==> src/hdl/cae_pkg.sv <==
// ----------------------------------------------------------------------------
// cae_pkg
// Shared widths, constants, command codes and the controller/datapath
// interface types for the AGM complete elliptic integral engine.
// ----------------------------------------------------------------------------
package cae_pkg;

    // Fixed-point layout, fraction bits of a, b and c.
    localparam int FRAC_BITS = 32;
    localparam int VAL_W     = FRAC_BITS + 1;      // a, b, c, d up to 1.0
    localparam int SUM_W     = VAL_W + 1;          // a + b
    localparam int MUL_W     = SUM_W;              // multiplier operand width
    localparam int PROD_W    = 2 * MUL_W;          // multiplier product width
    localparam int RAD_W     = 2 * FRAC_BITS + 2;  // square root radicand width
    localparam int ROOT_W    = RAD_W / 2;          // square root result width
    localparam int DIVN_W    = 67;                 // dividend width
    localparam int DIVD_W    = SUM_W;              // divisor width
    localparam int ACC_W     = VAL_W + 64;         // c * pi accumulator width

    // Field widths.
    localparam int K_IN_W = 32;
    localparam int KIND1_W = 36;
    localparam int KIND2_W = 34;
    localparam int ITER_W  = 5;
    localparam int THR_W   = 16;
    localparam int STEP_W  = 6;

    localparam logic [63:0]      PI_Q62     = 64'hC90FDAA22168C234;
    localparam logic [THR_W-1:0] THR_RESET  = 16'd1160;

    // Datapath commands.
    localparam int CMD_W = 5;
    localparam logic [CMD_W-1:0] CMD_NOP      = 5'd0;
    localparam logic [CMD_W-1:0] CMD_MUL_KK   = 5'd1;
    localparam logic [CMD_W-1:0] CMD_SQRT_OM  = 5'd2;
    localparam logic [CMD_W-1:0] CMD_LOAD_A0  = 5'd3;
    localparam logic [CMD_W-1:0] CMD_MUL_SS   = 5'd4;
    localparam logic [CMD_W-1:0] CMD_LOAD_C0  = 5'd5;
    localparam logic [CMD_W-1:0] CMD_MUL_AB   = 5'd6;
    localparam logic [CMD_W-1:0] CMD_SQRT_AB  = 5'd7;
    localparam logic [CMD_W-1:0] CMD_STEP_AB  = 5'd8;
    localparam logic [CMD_W-1:0] CMD_DIFF     = 5'd9;
    localparam logic [CMD_W-1:0] CMD_MUL_DD   = 5'd10;
    localparam logic [CMD_W-1:0] CMD_UPD_C    = 5'd11;
    localparam logic [CMD_W-1:0] CMD_MUL_TA   = 5'd12;
    localparam logic [CMD_W-1:0] CMD_DIV_K    = 5'd13;
    localparam logic [CMD_W-1:0] CMD_SAVE_K   = 5'd14;
    localparam logic [CMD_W-1:0] CMD_MUL_CPL  = 5'd15;
    localparam logic [CMD_W-1:0] CMD_MUL_CPH  = 5'd16;
    localparam logic [CMD_W-1:0] CMD_SUM_EN   = 5'd17;
    localparam logic [CMD_W-1:0] CMD_DIV_E    = 5'd18;
    localparam logic [CMD_W-1:0] CMD_SAVE_OUT = 5'd19;

    // Command from controller to datapath.
    typedef struct packed {
        logic [CMD_W-1:0]  op;
        logic [STEP_W-1:0] step;   // mean step index, or the final step count
    } t_cmd;

    // Status from datapath to controller.
    typedef struct packed {
        logic sqrt_done;
        logic div_done;
        logic converged;
    } t_stat;

endpackage

==> src/hdl/cae_sqrt.sv <==
// ----------------------------------------------------------------------------
// cae_sqrt
// Bit-serial integer square root: floor(sqrt(radicand)), one root bit per
// cycle; done is set at the same edge that registers the last root bit.
// ----------------------------------------------------------------------------
module cae_sqrt (
    input  logic                        i_clk,
    input  logic                        i_rst_n,
    input  logic                        i_start,
    input  logic [cae_pkg::RAD_W-1:0]   i_radicand,
    output logic                        o_done,
    output logic [cae_pkg::ROOT_W-1:0]  o_root
);

    localparam int REM_W = cae_pkg::ROOT_W + 3;
    localparam int CNT_W = $clog2(cae_pkg::ROOT_W + 1);

    logic [cae_pkg::RAD_W-1:0]  r_rad;
    logic [REM_W-1:0]           r_rem;
    logic [cae_pkg::ROOT_W-1:0] r_root;
    logic [CNT_W-1:0]           r_cnt;
    logic                       r_busy;
    logic                       r_done;
    logic [REM_W-1:0]           rem_sh;
    logic [REM_W-1:0]           trial;
    logic                       fits;

    // Bring down two radicand bits and try the next root bit.
    always_comb begin
        rem_sh = {r_rem[REM_W-3:0], r_rad[cae_pkg::RAD_W-1 -: 2]};
        trial  = REM_W'({r_root, 2'b01});
        fits   = (rem_sh >= trial);
    end

    always_ff @(posedge i_clk) begin
        if (!i_rst_n) begin
            r_busy <= 1'b0;
            r_done <= 1'b0;
            r_cnt  <= '0;
        end else begin
            r_done <= 1'b0;
            if (i_start) begin
                r_busy <= 1'b1;
                r_cnt  <= '0;
            end else if (r_busy) begin
                r_cnt <= r_cnt + 1'b1;
                if (r_cnt == CNT_W'(cae_pkg::ROOT_W - 1)) begin
                    r_busy <= 1'b0;
                    r_done <= 1'b1;
                end
            end
        end
    end

    // Working registers.
    always_ff @(posedge i_clk) begin
        if (i_start) begin
            r_rad  <= i_radicand;
            r_rem  <= '0;
            r_root <= '0;
        end else if (r_busy) begin
            r_rad  <= {r_rad[cae_pkg::RAD_W-3:0], 2'b00};
            r_rem  <= fits ? (rem_sh - trial) : rem_sh;
            r_root <= {r_root[cae_pkg::ROOT_W-2:0], fits};
        end
    end

    assign o_done = r_done;
    assign o_root = r_root;

endmodule

==> src/hdl/cae_div.sv <==
// ----------------------------------------------------------------------------
// cae_div
// Bit-serial restoring divider: floor(numerator / denominator), one
// quotient bit per cycle; done is set at the same edge that registers the last bit.
// ----------------------------------------------------------------------------
module cae_div (
    input  logic                        i_clk,
    input  logic                        i_rst_n,
    input  logic                        i_start,
    input  logic [cae_pkg::DIVN_W-1:0]  i_num,
    input  logic [cae_pkg::DIVD_W-1:0]  i_den,
    output logic                        o_done,
    output logic [cae_pkg::DIVN_W-1:0]  o_quot
);

    localparam int CNT_W = $clog2(cae_pkg::DIVN_W + 1);

    logic [cae_pkg::DIVN_W-1:0] r_q;
    logic [cae_pkg::DIVD_W-1:0] r_den;
    logic [cae_pkg::DIVD_W-1:0] r_rem;
    logic [CNT_W-1:0]           r_cnt;
    logic                       r_busy;
    logic                       r_done;
    logic [cae_pkg::DIVD_W:0]   rem_sh;
    logic                       fits;

    // Shift in the next dividend bit and compare.
    always_comb begin
        rem_sh = {r_rem, r_q[cae_pkg::DIVN_W-1]};
        fits   = (rem_sh >= {1'b0, r_den});
    end

    always_ff @(posedge i_clk) begin
        if (!i_rst_n) begin
            r_busy <= 1'b0;
            r_done <= 1'b0;
            r_cnt  <= '0;
        end else begin
            r_done <= 1'b0;
            if (i_start) begin
                r_busy <= 1'b1;
                r_cnt  <= '0;
            end else if (r_busy) begin
                r_cnt <= r_cnt + 1'b1;
                if (r_cnt == CNT_W'(cae_pkg::DIVN_W - 1)) begin
                    r_busy <= 1'b0;
                    r_done <= 1'b1;
                end
            end
        end
    end

    // The dividend register fills with quotient bits as it empties.
    always_ff @(posedge i_clk) begin
        if (i_start) begin
            r_q   <= i_num;
            r_den <= i_den;
            r_rem <= '0;
        end else if (r_busy) begin
            r_q   <= {r_q[cae_pkg::DIVN_W-2:0], fits};
            r_rem <= fits ? cae_pkg::DIVD_W'(rem_sh - {1'b0, r_den})
                          : cae_pkg::DIVD_W'(rem_sh);
        end
    end

    assign o_done = r_done;
    assign o_quot = r_q;

endmodule

==> src/hdl/cae_datapath.sv <==
// ----------------------------------------------------------------------------
// cae_datapath
// Mean registers a, b, c, d, one shared multiplier, the square root and
// divider units, and the result register, all driven by controller commands.
// ----------------------------------------------------------------------------
module cae_datapath (
    input  logic                          i_clk,
    input  logic                          i_rst_n,
    input  cae_pkg::t_cmd                 i_cmd,
    input  logic [cae_pkg::K_IN_W-1:0]    i_k_modulus,
    input  logic [cae_pkg::THR_W-1:0]     i_threshold,
    output cae_pkg::t_stat                o_stat,
    output logic [cae_pkg::KIND1_W-1:0]   o_first_kind,
    output logic [cae_pkg::KIND2_W-1:0]   o_second_kind,
    output logic [cae_pkg::ITER_W-1:0]    o_iterations_used
);

    logic [cae_pkg::PROD_W-1:0]  r_p;
    logic [cae_pkg::VAL_W-1:0]   r_a;
    logic [cae_pkg::VAL_W-1:0]   r_b;
    logic [cae_pkg::VAL_W-1:0]   r_c;
    logic [cae_pkg::VAL_W-1:0]   r_d;
    logic [cae_pkg::ACC_W-1:0]   r_acc;
    logic [cae_pkg::KIND1_W-1:0] r_k_res;
    logic [cae_pkg::KIND1_W-1:0] r_out_k;
    logic [cae_pkg::KIND2_W-1:0] r_out_e;
    logic [cae_pkg::ITER_W-1:0]  r_out_it;

    logic [cae_pkg::MUL_W-1:0]   mul_x;
    logic [cae_pkg::MUL_W-1:0]   mul_y;
    logic                        mul_en;
    logic [cae_pkg::SUM_W-1:0]   sum_ab;
    logic [cae_pkg::RAD_W-1:0]   om;
    logic                        sqrt_start;
    logic [cae_pkg::RAD_W-1:0]   sqrt_rad;
    logic                        sqrt_done;
    logic [cae_pkg::ROOT_W-1:0]  sqrt_root;
    logic                        div_start;
    logic [cae_pkg::DIVN_W-1:0]  div_num;
    logic                        div_done;
    logic [cae_pkg::DIVN_W-1:0]  div_quot;
    logic [cae_pkg::VAL_W:0]     sq;
    logic [63:0]                 term;
    logic [cae_pkg::PROD_W-1:0]  dshift;

    assign sum_ab = {1'b0, r_a} + {1'b0, r_b};
    assign om     = {2'b01, 64'd0} - {2'b00, r_p[63:0]};

    // Multiplier operand selection.
    always_comb begin
        mul_x  = '0;
        mul_y  = '0;
        mul_en = 1'b1;
        case (i_cmd.op)
            cae_pkg::CMD_MUL_KK: begin
                mul_x = cae_pkg::MUL_W'(i_k_modulus);
                mul_y = cae_pkg::MUL_W'(i_k_modulus);
            end
            cae_pkg::CMD_MUL_SS: begin
                mul_x = sum_ab;
                mul_y = sum_ab;
            end
            cae_pkg::CMD_MUL_AB: begin
                mul_x = cae_pkg::MUL_W'(r_a);
                mul_y = cae_pkg::MUL_W'(r_b);
            end
            cae_pkg::CMD_MUL_DD: begin
                mul_x = cae_pkg::MUL_W'(r_d);
                mul_y = cae_pkg::MUL_W'(r_d);
            end
            cae_pkg::CMD_MUL_TA: begin
                mul_x = cae_pkg::MUL_W'(i_threshold);
                mul_y = cae_pkg::MUL_W'(r_a);
            end
            cae_pkg::CMD_MUL_CPL: begin
                mul_x = cae_pkg::MUL_W'(r_c);
                mul_y = cae_pkg::MUL_W'(cae_pkg::PI_Q62[31:0]);
            end
            cae_pkg::CMD_MUL_CPH: begin
                mul_x = cae_pkg::MUL_W'(r_c);
                mul_y = cae_pkg::MUL_W'(cae_pkg::PI_Q62[63:32]);
            end
            default: mul_en = 1'b0;
        endcase
    end

    always_ff @(posedge i_clk) begin
        if (mul_en) begin
            r_p <= mul_x * mul_y;
        end
    end

    // Shared square root for the start value and for each geometric mean.
    assign sqrt_start = (i_cmd.op == cae_pkg::CMD_SQRT_OM) ||
                        (i_cmd.op == cae_pkg::CMD_SQRT_AB);
    assign sqrt_rad   = (i_cmd.op == cae_pkg::CMD_SQRT_OM) ? om
                                                          : r_p[cae_pkg::RAD_W-1:0];

    cae_sqrt u_sqrt (
        .i_clk      (i_clk),
        .i_rst_n    (i_rst_n),
        .i_start    (sqrt_start),
        .i_radicand (sqrt_rad),
        .o_done     (sqrt_done),
        .o_root     (sqrt_root)
    );

    // Shared divider for K and for E, both over a + b.
    assign div_start = (i_cmd.op == cae_pkg::CMD_DIV_K) ||
                       (i_cmd.op == cae_pkg::CMD_DIV_E);
    assign div_num   = (i_cmd.op == cae_pkg::CMD_DIV_K)
                       ? {1'b0, cae_pkg::PI_Q62, 2'b00}
                       : r_acc[cae_pkg::ACC_W-1:30];

    cae_div u_div (
        .i_clk   (i_clk),
        .i_rst_n (i_rst_n),
        .i_start (div_start),
        .i_num   (div_num),
        .i_den   (sum_ab),
        .o_done  (div_done),
        .o_quot  (div_quot)
    );

    // Correction term for c: the truncated square, scaled by 2^(m-1).
    always_comb begin
        sq = r_p[65:32];
        if (i_cmd.step == '0) begin
            term = 64'(sq >> 1);
        end else begin
            term = 64'(sq) << (i_cmd.step - 1'b1);
        end
    end

    // Mean registers and result accumulation.
    always_ff @(posedge i_clk) begin
        case (i_cmd.op)
            cae_pkg::CMD_LOAD_A0: begin
                r_a <= sqrt_root;
                r_b <= cae_pkg::VAL_W'(1) << cae_pkg::FRAC_BITS;
            end
            cae_pkg::CMD_LOAD_C0: r_c <= r_p[cae_pkg::FRAC_BITS + 2 +: cae_pkg::VAL_W];
            cae_pkg::CMD_STEP_AB: begin
                r_a <= sum_ab[cae_pkg::SUM_W-1:1];
                r_b <= sqrt_root;
            end
            cae_pkg::CMD_DIFF: r_d <= (r_a >= r_b) ? (r_a - r_b) : (r_b - r_a);
            cae_pkg::CMD_UPD_C: begin
                r_c <= (64'(r_c) > term) ? cae_pkg::VAL_W'(64'(r_c) - term) : '0;
            end
            cae_pkg::CMD_SAVE_K: begin
                r_k_res <= (div_quot[cae_pkg::DIVN_W-1:cae_pkg::KIND1_W] != '0)
                           ? '1 : div_quot[cae_pkg::KIND1_W-1:0];
            end
            cae_pkg::CMD_MUL_CPH: r_acc <= cae_pkg::ACC_W'(r_p);
            cae_pkg::CMD_SUM_EN:  r_acc <= r_acc + (cae_pkg::ACC_W'(r_p) << 32);
            cae_pkg::CMD_SAVE_OUT: begin
                r_out_k  <= r_k_res;
                r_out_e  <= (div_quot[cae_pkg::DIVN_W-1:cae_pkg::KIND2_W] != '0)
                            ? '1 : div_quot[cae_pkg::KIND2_W-1:0];
                r_out_it <= i_cmd.step[cae_pkg::ITER_W-1:0];
            end
            default: ;
        endcase
    end

    // Convergence: |a-b| * 2^32 < threshold * a.
    assign dshift = cae_pkg::PROD_W'({r_d, 32'd0});

    assign o_stat.sqrt_done = sqrt_done;
    assign o_stat.div_done  = div_done;
    assign o_stat.converged = (dshift < r_p);

    assign o_first_kind      = r_out_k;
    assign o_second_kind     = r_out_e;
    assign o_iterations_used = r_out_it;

endmodule

==> src/hdl/cae_ctrl.sv <==
// ----------------------------------------------------------------------------
// cae_ctrl
// Sequencer for one modulus: start values, the mean steps with the early
// stop test, the two divisions, and the result register handshake.
// ----------------------------------------------------------------------------
module cae_ctrl #(
    parameter int MAX_ITERATIONS = 16
) (
    input  logic           i_clk,
    input  logic           i_rst_n,
    input  logic           i_in_valid,
    output logic           o_in_ready,
    output logic           o_out_valid,
    input  logic           i_out_ready,
    input  cae_pkg::t_stat i_stat,
    output cae_pkg::t_cmd  o_cmd
);

    localparam int M_W = $clog2(MAX_ITERATIONS + 1);

    localparam logic [4:0] S_IDLE = 5'd0;
    localparam logic [4:0] S_OM   = 5'd1;
    localparam logic [4:0] S_SQ0W = 5'd2;
    localparam logic [4:0] S_SS   = 5'd3;
    localparam logic [4:0] S_C0   = 5'd4;
    localparam logic [4:0] S_AB   = 5'd5;
    localparam logic [4:0] S_RT   = 5'd6;
    localparam logic [4:0] S_RTW  = 5'd7;
    localparam logic [4:0] S_DIFF = 5'd8;
    localparam logic [4:0] S_DD   = 5'd9;
    localparam logic [4:0] S_CU   = 5'd10;
    localparam logic [4:0] S_TA   = 5'd11;
    localparam logic [4:0] S_CV   = 5'd12;
    localparam logic [4:0] S_DK   = 5'd13;
    localparam logic [4:0] S_DKW  = 5'd14;
    localparam logic [4:0] S_CPL  = 5'd15;
    localparam logic [4:0] S_CPH  = 5'd16;
    localparam logic [4:0] S_SUM  = 5'd17;
    localparam logic [4:0] S_DE   = 5'd18;
    localparam logic [4:0] S_DEW  = 5'd19;
    localparam logic [4:0] S_FIN  = 5'd20;

    logic [4:0]     r_state;
    logic [4:0]     n_state;
    logic [M_W-1:0] r_m;
    logic [M_W-1:0] n_m;
    logic           r_out_valid;
    logic           n_out_valid;
    logic           accept;

    assign o_in_ready = (r_state == S_IDLE);
    assign accept     = i_in_valid && o_in_ready;

    // Next state and command.
    always_comb begin
        n_state     = r_state;
        n_m         = r_m;
        n_out_valid = r_out_valid && !i_out_ready;
        o_cmd.op    = cae_pkg::CMD_NOP;
        o_cmd.step  = cae_pkg::STEP_W'(r_m);
        case (r_state)
            S_IDLE: begin
                if (accept) begin
                    o_cmd.op = cae_pkg::CMD_MUL_KK;
                    n_state  = S_OM;
                end
            end
            S_OM: begin
                o_cmd.op = cae_pkg::CMD_SQRT_OM;
                n_state  = S_SQ0W;
            end
            S_SQ0W: begin
                if (i_stat.sqrt_done) begin
                    o_cmd.op = cae_pkg::CMD_LOAD_A0;
                    n_state  = S_SS;
                end
            end
            S_SS: begin
                o_cmd.op = cae_pkg::CMD_MUL_SS;
                n_state  = S_C0;
            end
            S_C0: begin
                o_cmd.op = cae_pkg::CMD_LOAD_C0;
                n_m      = '0;
                n_state  = S_AB;
            end
            S_AB: begin
                o_cmd.op = cae_pkg::CMD_MUL_AB;
                n_state  = S_RT;
            end
            S_RT: begin
                o_cmd.op = cae_pkg::CMD_SQRT_AB;
                n_state  = S_RTW;
            end
            S_RTW: begin
                if (i_stat.sqrt_done) begin
                    o_cmd.op = cae_pkg::CMD_STEP_AB;
                    n_state  = S_DIFF;
                end
            end
            S_DIFF: begin
                o_cmd.op = cae_pkg::CMD_DIFF;
                n_state  = S_DD;
            end
            S_DD: begin
                o_cmd.op = cae_pkg::CMD_MUL_DD;
                n_state  = S_CU;
            end
            S_CU: begin
                o_cmd.op = cae_pkg::CMD_UPD_C;
                n_state  = S_TA;
            end
            S_TA: begin
                o_cmd.op = cae_pkg::CMD_MUL_TA;
                n_state  = S_CV;
            end
            // Count the step; stop on convergence or at the step limit.
            S_CV: begin
                n_m = r_m + 1'b1;
                if (i_stat.converged || (r_m == M_W'(MAX_ITERATIONS - 1))) begin
                    n_state = S_DK;
                end else begin
                    n_state = S_AB;
                end
            end
            S_DK: begin
                o_cmd.op = cae_pkg::CMD_DIV_K;
                n_state  = S_DKW;
            end
            S_DKW: begin
                if (i_stat.div_done) begin
                    o_cmd.op = cae_pkg::CMD_SAVE_K;
                    n_state  = S_CPL;
                end
            end
            S_CPL: begin
                o_cmd.op = cae_pkg::CMD_MUL_CPL;
                n_state  = S_CPH;
            end
            S_CPH: begin
                o_cmd.op = cae_pkg::CMD_MUL_CPH;
                n_state  = S_SUM;
            end
            S_SUM: begin
                o_cmd.op = cae_pkg::CMD_SUM_EN;
                n_state  = S_DE;
            end
            S_DE: begin
                o_cmd.op = cae_pkg::CMD_DIV_E;
                n_state  = S_DEW;
            end
            S_DEW: begin
                if (i_stat.div_done) begin
                    n_state = S_FIN;
                end
            end
            // Load the result register once it is free or being emptied.
            S_FIN: begin
                if (!r_out_valid || i_out_ready) begin
                    o_cmd.op    = cae_pkg::CMD_SAVE_OUT;
                    n_out_valid = 1'b1;
                    n_state     = S_IDLE;
                end
            end
            default: n_state = S_IDLE;
        endcase
    end

    always_ff @(posedge i_clk) begin
        if (!i_rst_n) begin
            r_state     <= S_IDLE;
            r_m         <= '0;
            r_out_valid <= 1'b0;
        end else begin
            r_state     <= n_state;
            r_m         <= n_m;
            r_out_valid <= n_out_valid;
        end
    end

    assign o_out_valid = r_out_valid;

endmodule

==> src/hdl/complete_elliptic_integrals_agm.sv <==
// ----------------------------------------------------------------------------
// complete_elliptic_integrals_agm
// Complete elliptic integrals K(k) and E(k) by the arithmetic-geometric mean
// in fixed point, with a programmable relative stop threshold.
//
//   Channel   Dir  Request carries
//   s_t*      in   k_modulus (Q0.32)
//   m_t*      out  first_kind (Q4.32), second_kind (Q2.32), iterations_used
//   APB       in   convergence_threshold at byte address 0
//
// One request runs the start values, N mean steps (at most MAX_ITERATIONS,
// 16 by default) and two divisions. Each mean step waits on the bit-serial
// square root (33 root bits), and the bit-serial divider (67 quotient bits)
// runs twice.
// A new request is taken once the previous one has reached the result
// register, even while that result still waits for i_m_tready.
// Reset is synchronous and active low; the threshold resets to 1160.
// ----------------------------------------------------------------------------
module complete_elliptic_integrals_agm #(
    parameter int MAX_ITERATIONS = 16
) (
    input  logic        i_clk,
    input  logic        i_rst_n,
    // Input stream
    input  logic        i_s_tvalid,
    output logic        o_s_tready,
    input  logic [31:0] i_s_tdata,    // [31:0] k_modulus
    // Output stream
    output logic        o_m_tvalid,
    input  logic        i_m_tready,
    output logic [79:0] o_m_tdata,    // [35:0] first_kind, [69:36] second_kind,
                                      // [74:70] iterations_used, [79:75] zero
    // Configuration port
    input  logic        psel,
    input  logic        penable,
    input  logic        pwrite,
    input  logic [2:0]  paddr,
    input  logic [31:0] pwdata,
    output logic [31:0] prdata,
    output logic        pready
);

    localparam logic REG_THRESHOLD = 1'b0;

    logic [cae_pkg::THR_W-1:0]   r_threshold;
    cae_pkg::t_cmd               cmd;
    cae_pkg::t_stat              stat;
    logic [cae_pkg::KIND1_W-1:0] first_kind;
    logic [cae_pkg::KIND2_W-1:0] second_kind;
    logic [cae_pkg::ITER_W-1:0]  iterations_used;

    // Threshold register.
    assign pready = 1'b1;

    always_ff @(posedge i_clk) begin
        if (!i_rst_n) begin
            r_threshold <= cae_pkg::THR_RESET;
        end else if (psel && penable && pwrite && pready &&
                     (paddr[2] == REG_THRESHOLD)) begin
            r_threshold <= pwdata[cae_pkg::THR_W-1:0];
        end
    end

    assign prdata = (paddr[2] == REG_THRESHOLD) ? 32'(r_threshold) : 32'd0;

    cae_ctrl #(
        .MAX_ITERATIONS (MAX_ITERATIONS)
    ) u_ctrl (
        .i_clk       (i_clk),
        .i_rst_n     (i_rst_n),
        .i_in_valid  (i_s_tvalid),
        .o_in_ready  (o_s_tready),
        .o_out_valid (o_m_tvalid),
        .i_out_ready (i_m_tready),
        .i_stat      (stat),
        .o_cmd       (cmd)
    );

    cae_datapath u_datapath (
        .i_clk             (i_clk),
        .i_rst_n           (i_rst_n),
        .i_cmd             (cmd),
        .i_k_modulus       (i_s_tdata),
        .i_threshold       (r_threshold),
        .o_stat            (stat),
        .o_first_kind      (first_kind),
        .o_second_kind     (second_kind),
        .o_iterations_used (iterations_used)
    );

    assign o_m_tdata = {5'd0, iterations_used, second_kind, first_kind};

endmodule
==> config.mk <==
export PLATFORM = sky130hd
export DESIGN_NAME = complete_elliptic_integrals_agm
export DESIGN_NICKNAME = d
export VERILOG_FILES = /design/src/hdl/cae_pkg.sv /design/src/hdl/cae_sqrt.sv /design/src/hdl/cae_div.sv /design/src/hdl/cae_datapath.sv /design/src/hdl/cae_ctrl.sv /design/src/hdl/complete_elliptic_integrals_agm.sv
export SDC_FILE = /design/constraint.sdc
export NUM_CORES = 2
export LEC_CHECK = 0
export BUFFER_PORTS_ARGS = -buffer_cell sky130_fd_sc_hd__buf_2
export CAP_MARGIN = 20
export CORE_MARGIN = 1.5
export CORE_UTILIZATION = 50
export CTS_BUF_LIST = sky130_fd_sc_hd__clkbuf_8 sky130_fd_sc_hd__clkbuf_16
export DETAILED_ROUTE_END_ITERATION = 10
export PLACE_DENSITY = 0.66
export SETUP_SLACK_MARGIN = 0.05
export SYNTH_ARGS = -nofsm -noshare
export SYNTH_HDL_FRONTEND = slang
export SYNTH_SLANG_ARGS = --single-unit
==> constraint.sdc <==
create_clock -name i_clk -period 30.8 [get_ports i_clk]
set_input_delay 4.62 -clock i_clk [delete_from_list [all_inputs] [get_ports i_clk]]
set_output_delay 4.62 -clock i_clk [all_outputs]
set_load 0.03 [all_outputs]
==> reports/qor.json <==
{
  "outcome": {"value": "completed"},
  "placed_cell_area": {"value": 87500, "unit": "sq um"},
  "ys.flop_type": {"value": "edfxtp_1"},
  "average_instance_area_after_synthesis": {"value": 8.86, "unit": "sq um"},
  "syn-cell-area": {"value": 84300, "unit": "sq um"},
  "clkSlewWorstSetupHoldPaths": {"value": 0.06, "unit": "ns"},
  "global_route.overflow_total": {"value": 0},
  "synthesized_instance_count": {"value": 9511},
  "post_synthesis_sequential_area_ratio": {"value": 0.229},
  "crit_fanout": {"value": 39},
  "cts-root-buf": {"value": "clkbuf_16"},
  "yosysUniqueCellTypes": {"value": 96},
  "placement_rows": {"value": 150},
  "cts_sinks": {"value": 690},
  "worst_skew_pair.late_latency": {"value": 0.77, "unit": "ns"},
  "fillerInstances": {"value": 15300},
  "finalCriticalPeriod": {"value": 16.75, "unit": "ns"},
  "num_vias": {"value": 71800},
  "synth.ff_latch_count": {"value": 690},
  "ant_nets": {"value": 0},
  "setup.worst_path.class": {"value": "input pin to flop"},
  "rr_startpoint": {"value": "u_datapath.r_a[15]$_DFFE_PP_"},
  "finalHoldViolations": {"value": 0},
  "total_power": {"value": 0.00773, "unit": "W"},
  "multi_input_comb_area": {"value": 57800, "unit": "sq um"},
  "synth_edf_count": {"value": 545},
  "hpwl": {"value": 242000, "unit": "um"},
  "post_cts_resized": {"value": 0},
  "post_place_setup_slack": {"value": 13.61, "unit": "ns"},
  "cap_viol_max_count": {"value": 0},
  "die-area": {"value": 171000, "unit": "sq um"},
  "worstHoldPathType": {"value": "flop to flop"},
  "chipHeight": {"value": 414, "unit": "um"},
  "mostFrequentLayoutCells": {"value": "inv_1, nand2_1, fa_1, nor2_1, ha_1"},
  "hold_path_startpoint": {"value": "u_datapath.r_k_res[28]$_SDFFCE_PP1N_"},
  "cts_inserted_buffers": {"value": 84},
  "ys_warn_count": {"value": 0},
  "layout.nets": {"value": 11100},
  "die-width": {"value": 414, "unit": "um"},
  "htree_levels": {"value": 3},
  "fmax": {"value": 0.0597, "unit": "GHz"},
  "grt_pass1_wl": {"value": 459000, "unit": "um"},
  "worst-endpoint-arrival": {"value": 17.15, "unit": "ns"},
  "routed_wirelength": {"value": 310000, "unit": "um"},
  "globalRouteTotalUtil": {"value": 0.363},
  "starting_density_of_the_core": {"value": 0.504},
  "antenna_found_initial": {"value": 19},
  "reg2regPathDepth": {"value": 36},
  "crit_path_start": {"value": "i_m_tready"},
  "worst_clock_skew": {"value": 0.0975, "unit": "ns"},
  "async_flop_share": {"value": 0},
  "timing.final.max_slew_violations": {"value": 0},
  "post_cts.repair.setup_buffers": {"value": 0},
  "unrepaired_setup_endpoints_after_global_routing": {"value": "false"},
  "core_area": {"value": 167000, "unit": "sq um"},
  "critPathBufInv": {"value": 10},
  "final.period_utilization": {"value": 0.544},
  "power.density_cell_area": {"value": 85.6, "unit": "nW/um^2"},
  "post_route_cells_drive_above_1_share": {"value": 0.0739},
  "slowest_stage": {"value": "nand3_1"},
  "timing.hold.ws": {"value": 0.416, "unit": "ns"},
  "min_delay_path_depth": {"value": 0},
  "wire_length_per_cell": {"value": 26.5, "unit": "um"},
  "final.setup.tns": {"value": 0, "unit": "ns"},
  "first_global_vias": {"value": 70900},
  "critPathLaunchType": {"value": "input pin"},
  "drt_iter0_drc": {"value": 7584},
  "critical-path-top-delay-family": {"value": "adder cells"},
  "regArea": {"value": 19300, "unit": "sq um"},
  "crit_required": {"value": 31.20, "unit": "ns"},
  "drcViolationCount": {"value": 0},
  "port_buffers": {"value": 148},
  "leading_cell_type_in_the_layout_fill_and_taps_excluded": {"value": "inv_1"},
  "synthTopCellsByArea": {"value": "fa_1, edfxtp_1, ha_1"},
  "maximum_number_of_pins_on_one_net_before_global_route_repair": {"value": 89},
  "cts_tree": {"value": "done"},
  "synth.top_cell.area_share": {"value": 0.244},
  "clock_tree.buffer_depth": {"value": 3},
  "layout-area-overhead-vs-synth": {"value": 7.15, "unit": "%"},
  "cellLeakagePower": {"value": 41.1, "unit": "nW"},
  "crit_top_cell": {"value": "fa_1"},
  "cts_hold_repair.buffers": {"value": 0},
  "timing.critical_path.depth": {"value": 37},
  "design_area": {"value": 90300, "unit": "sq um"},
  "drt_first_pass_iters": {"value": 7},
  "count_of_endpoints_failing_setup_in_the_final_report": {"value": 0},
  "endpoint_kind": {"value": "flop"},
  "max_incr_delay_on_cp": {"value": 0.79, "unit": "ns"},
  "gp_routability_congestion": {"value": 1.04},
  "design.portCount": {"value": 189},
  "peakVddDrop": {"value": 138, "unit": "uV"},
  "worst_pin_slew": {"value": 1.22, "unit": "ns"},
  "synth_largest_area_cell": {"value": "fa_1"},
  "timing.final.ws_setup": {"value": 14.05, "unit": "ns"},
  "maxSlewHeadroom": {"value": 0.185},
  "vias_per_cell": {"value": 6.13}
}
## layer usage
layer,share of wire,up-vias,GRT usage
met2,0.44,3727,0.558
li1,-,31400,-
met4,0.071,20,0.216
met1,0.39,35800,0.470
met5,0.00044,-,0
met3,0.098,853,0.0775
## path summary, 6_finish.rpt
kind,endpoint,slack (ns)
max,u_datapath.r_p[67]$_DFFE_PN_,14.05
min,u_datapath.o_first_kind[28]$_DFFE_PN_,0.42
max reg2reg,u_datapath.r_p[67]$_DFFE_PN_,16.06
min reg2reg,u_datapath.o_first_kind[28]$_DFFE_PN_,0.42
## registers in the layout, summed over array words and instances (netlist names), 16 cells and up
register	cells
r_threshold	16
u_datapath.o_first_kind	36
u_datapath.o_second_kind	34
u_datapath.r_a	33
u_datapath.r_acc	67
u_datapath.r_b	33
u_datapath.r_c	33
u_datapath.r_d	33
u_datapath.r_k_res	36
u_datapath.r_p	68
u_datapath.u_div.o_quot	67
u_datapath.u_div.r_den	34
u_datapath.u_div.r_rem	34
u_datapath.u_sqrt.o_root	33
u_datapath.u_sqrt.r_rad	66
u_datapath.u_sqrt.r_rem	34
## report_power, final
part           switching, W  internal, W  leakage (nW)
clock              0.000435     0.000575          1.43
combinational       0.00342      0.00188          33.5
sequential         0.000171      0.00126          6.17
## layout make-up
cell class / count / area share
diodes: 7 / 0.000194
clock buffers: 92 / 0.0250
clock inverters: 62 / 0.00587
inverters: 1419 / 0.0590
multi-input cells: 6870 / 0.640
flip-flops and latches: 690 / 0.213
well taps: 2204 / 0.0305
repair buffers: 360 / 0.0261
## cells by family after synthesis
group                    synth area share
AND/OR/NAND/NOR                     0.159
buffers and inverters              0.0903
AO/OA/AOI/OAI                       0.138
adder cells (fa/ha/maj)             0.331
flip-flops                          0.229
XOR/XNOR                           0.0284
multiplexers                       0.0247
other                           0.0000891
## synthesized netlist by cell type (32+ instances only)
| library cell | count |
|---|---|
| buf_2 | 42 |
| o211ai_1 | 40 |
| nand2b_1 | 53 |
| nor4_1 | 47 |
| nand3_1 | 144 |
| mux4_2 | 32 |
| o21a_1 | 37 |
| xnor2_1 | 183 |
| a221oi_1 | 42 |
| xor2_1 | 88 |
| clkbuf_1 | 448 |
| o21ai_0 | 336 |
| a211o_1 | 33 |
| fa_1 | 1026 |
| nor2b_1 | 61 |
| edfxtp_1 | 545 |
| and2_1 | 105 |
| dfxtp_1 | 145 |
| or3_1 | 110 |
| nor2_1 | 820 |
| o21bai_1 | 68 |
| nand4_1 | 80 |
| a21o_1 | 157 |
| inv_1 | 1409 |
| a21oi_1 | 549 |
| a22oi_1 | 62 |
| nand2_1 | 1293 |
| a31oi_1 | 53 |
| mux2i_1 | 101 |
| ha_1 | 589 |
| and3_1 | 66 |
| a211oi_1 | 78 |
| nor3_1 | 133 |
## stage by stage
stage                     instances   util
after floorplan                9531      -
after global placement        11500  0.523
after detailed placement      11500  0.523
after CTS                     11700  0.540
after global routing          11700  0.540
final                         11700  0.540
## worst register-to-register path: cells and delay by family (launching register included)
kind	cells	cell delay (ns)
adder cells (fa/ha/maj)	10	4.65
AND/OR/NAND/NOR	9	3.57
flip-flops	1	0.62
XOR/XNOR	1	0.74
multiplexers	1	0.87
buffers and inverters	7	1.19
AO/OA/AOI/OAI	8	2.75
No activity file was read; power rests on OpenSTA's default activity.
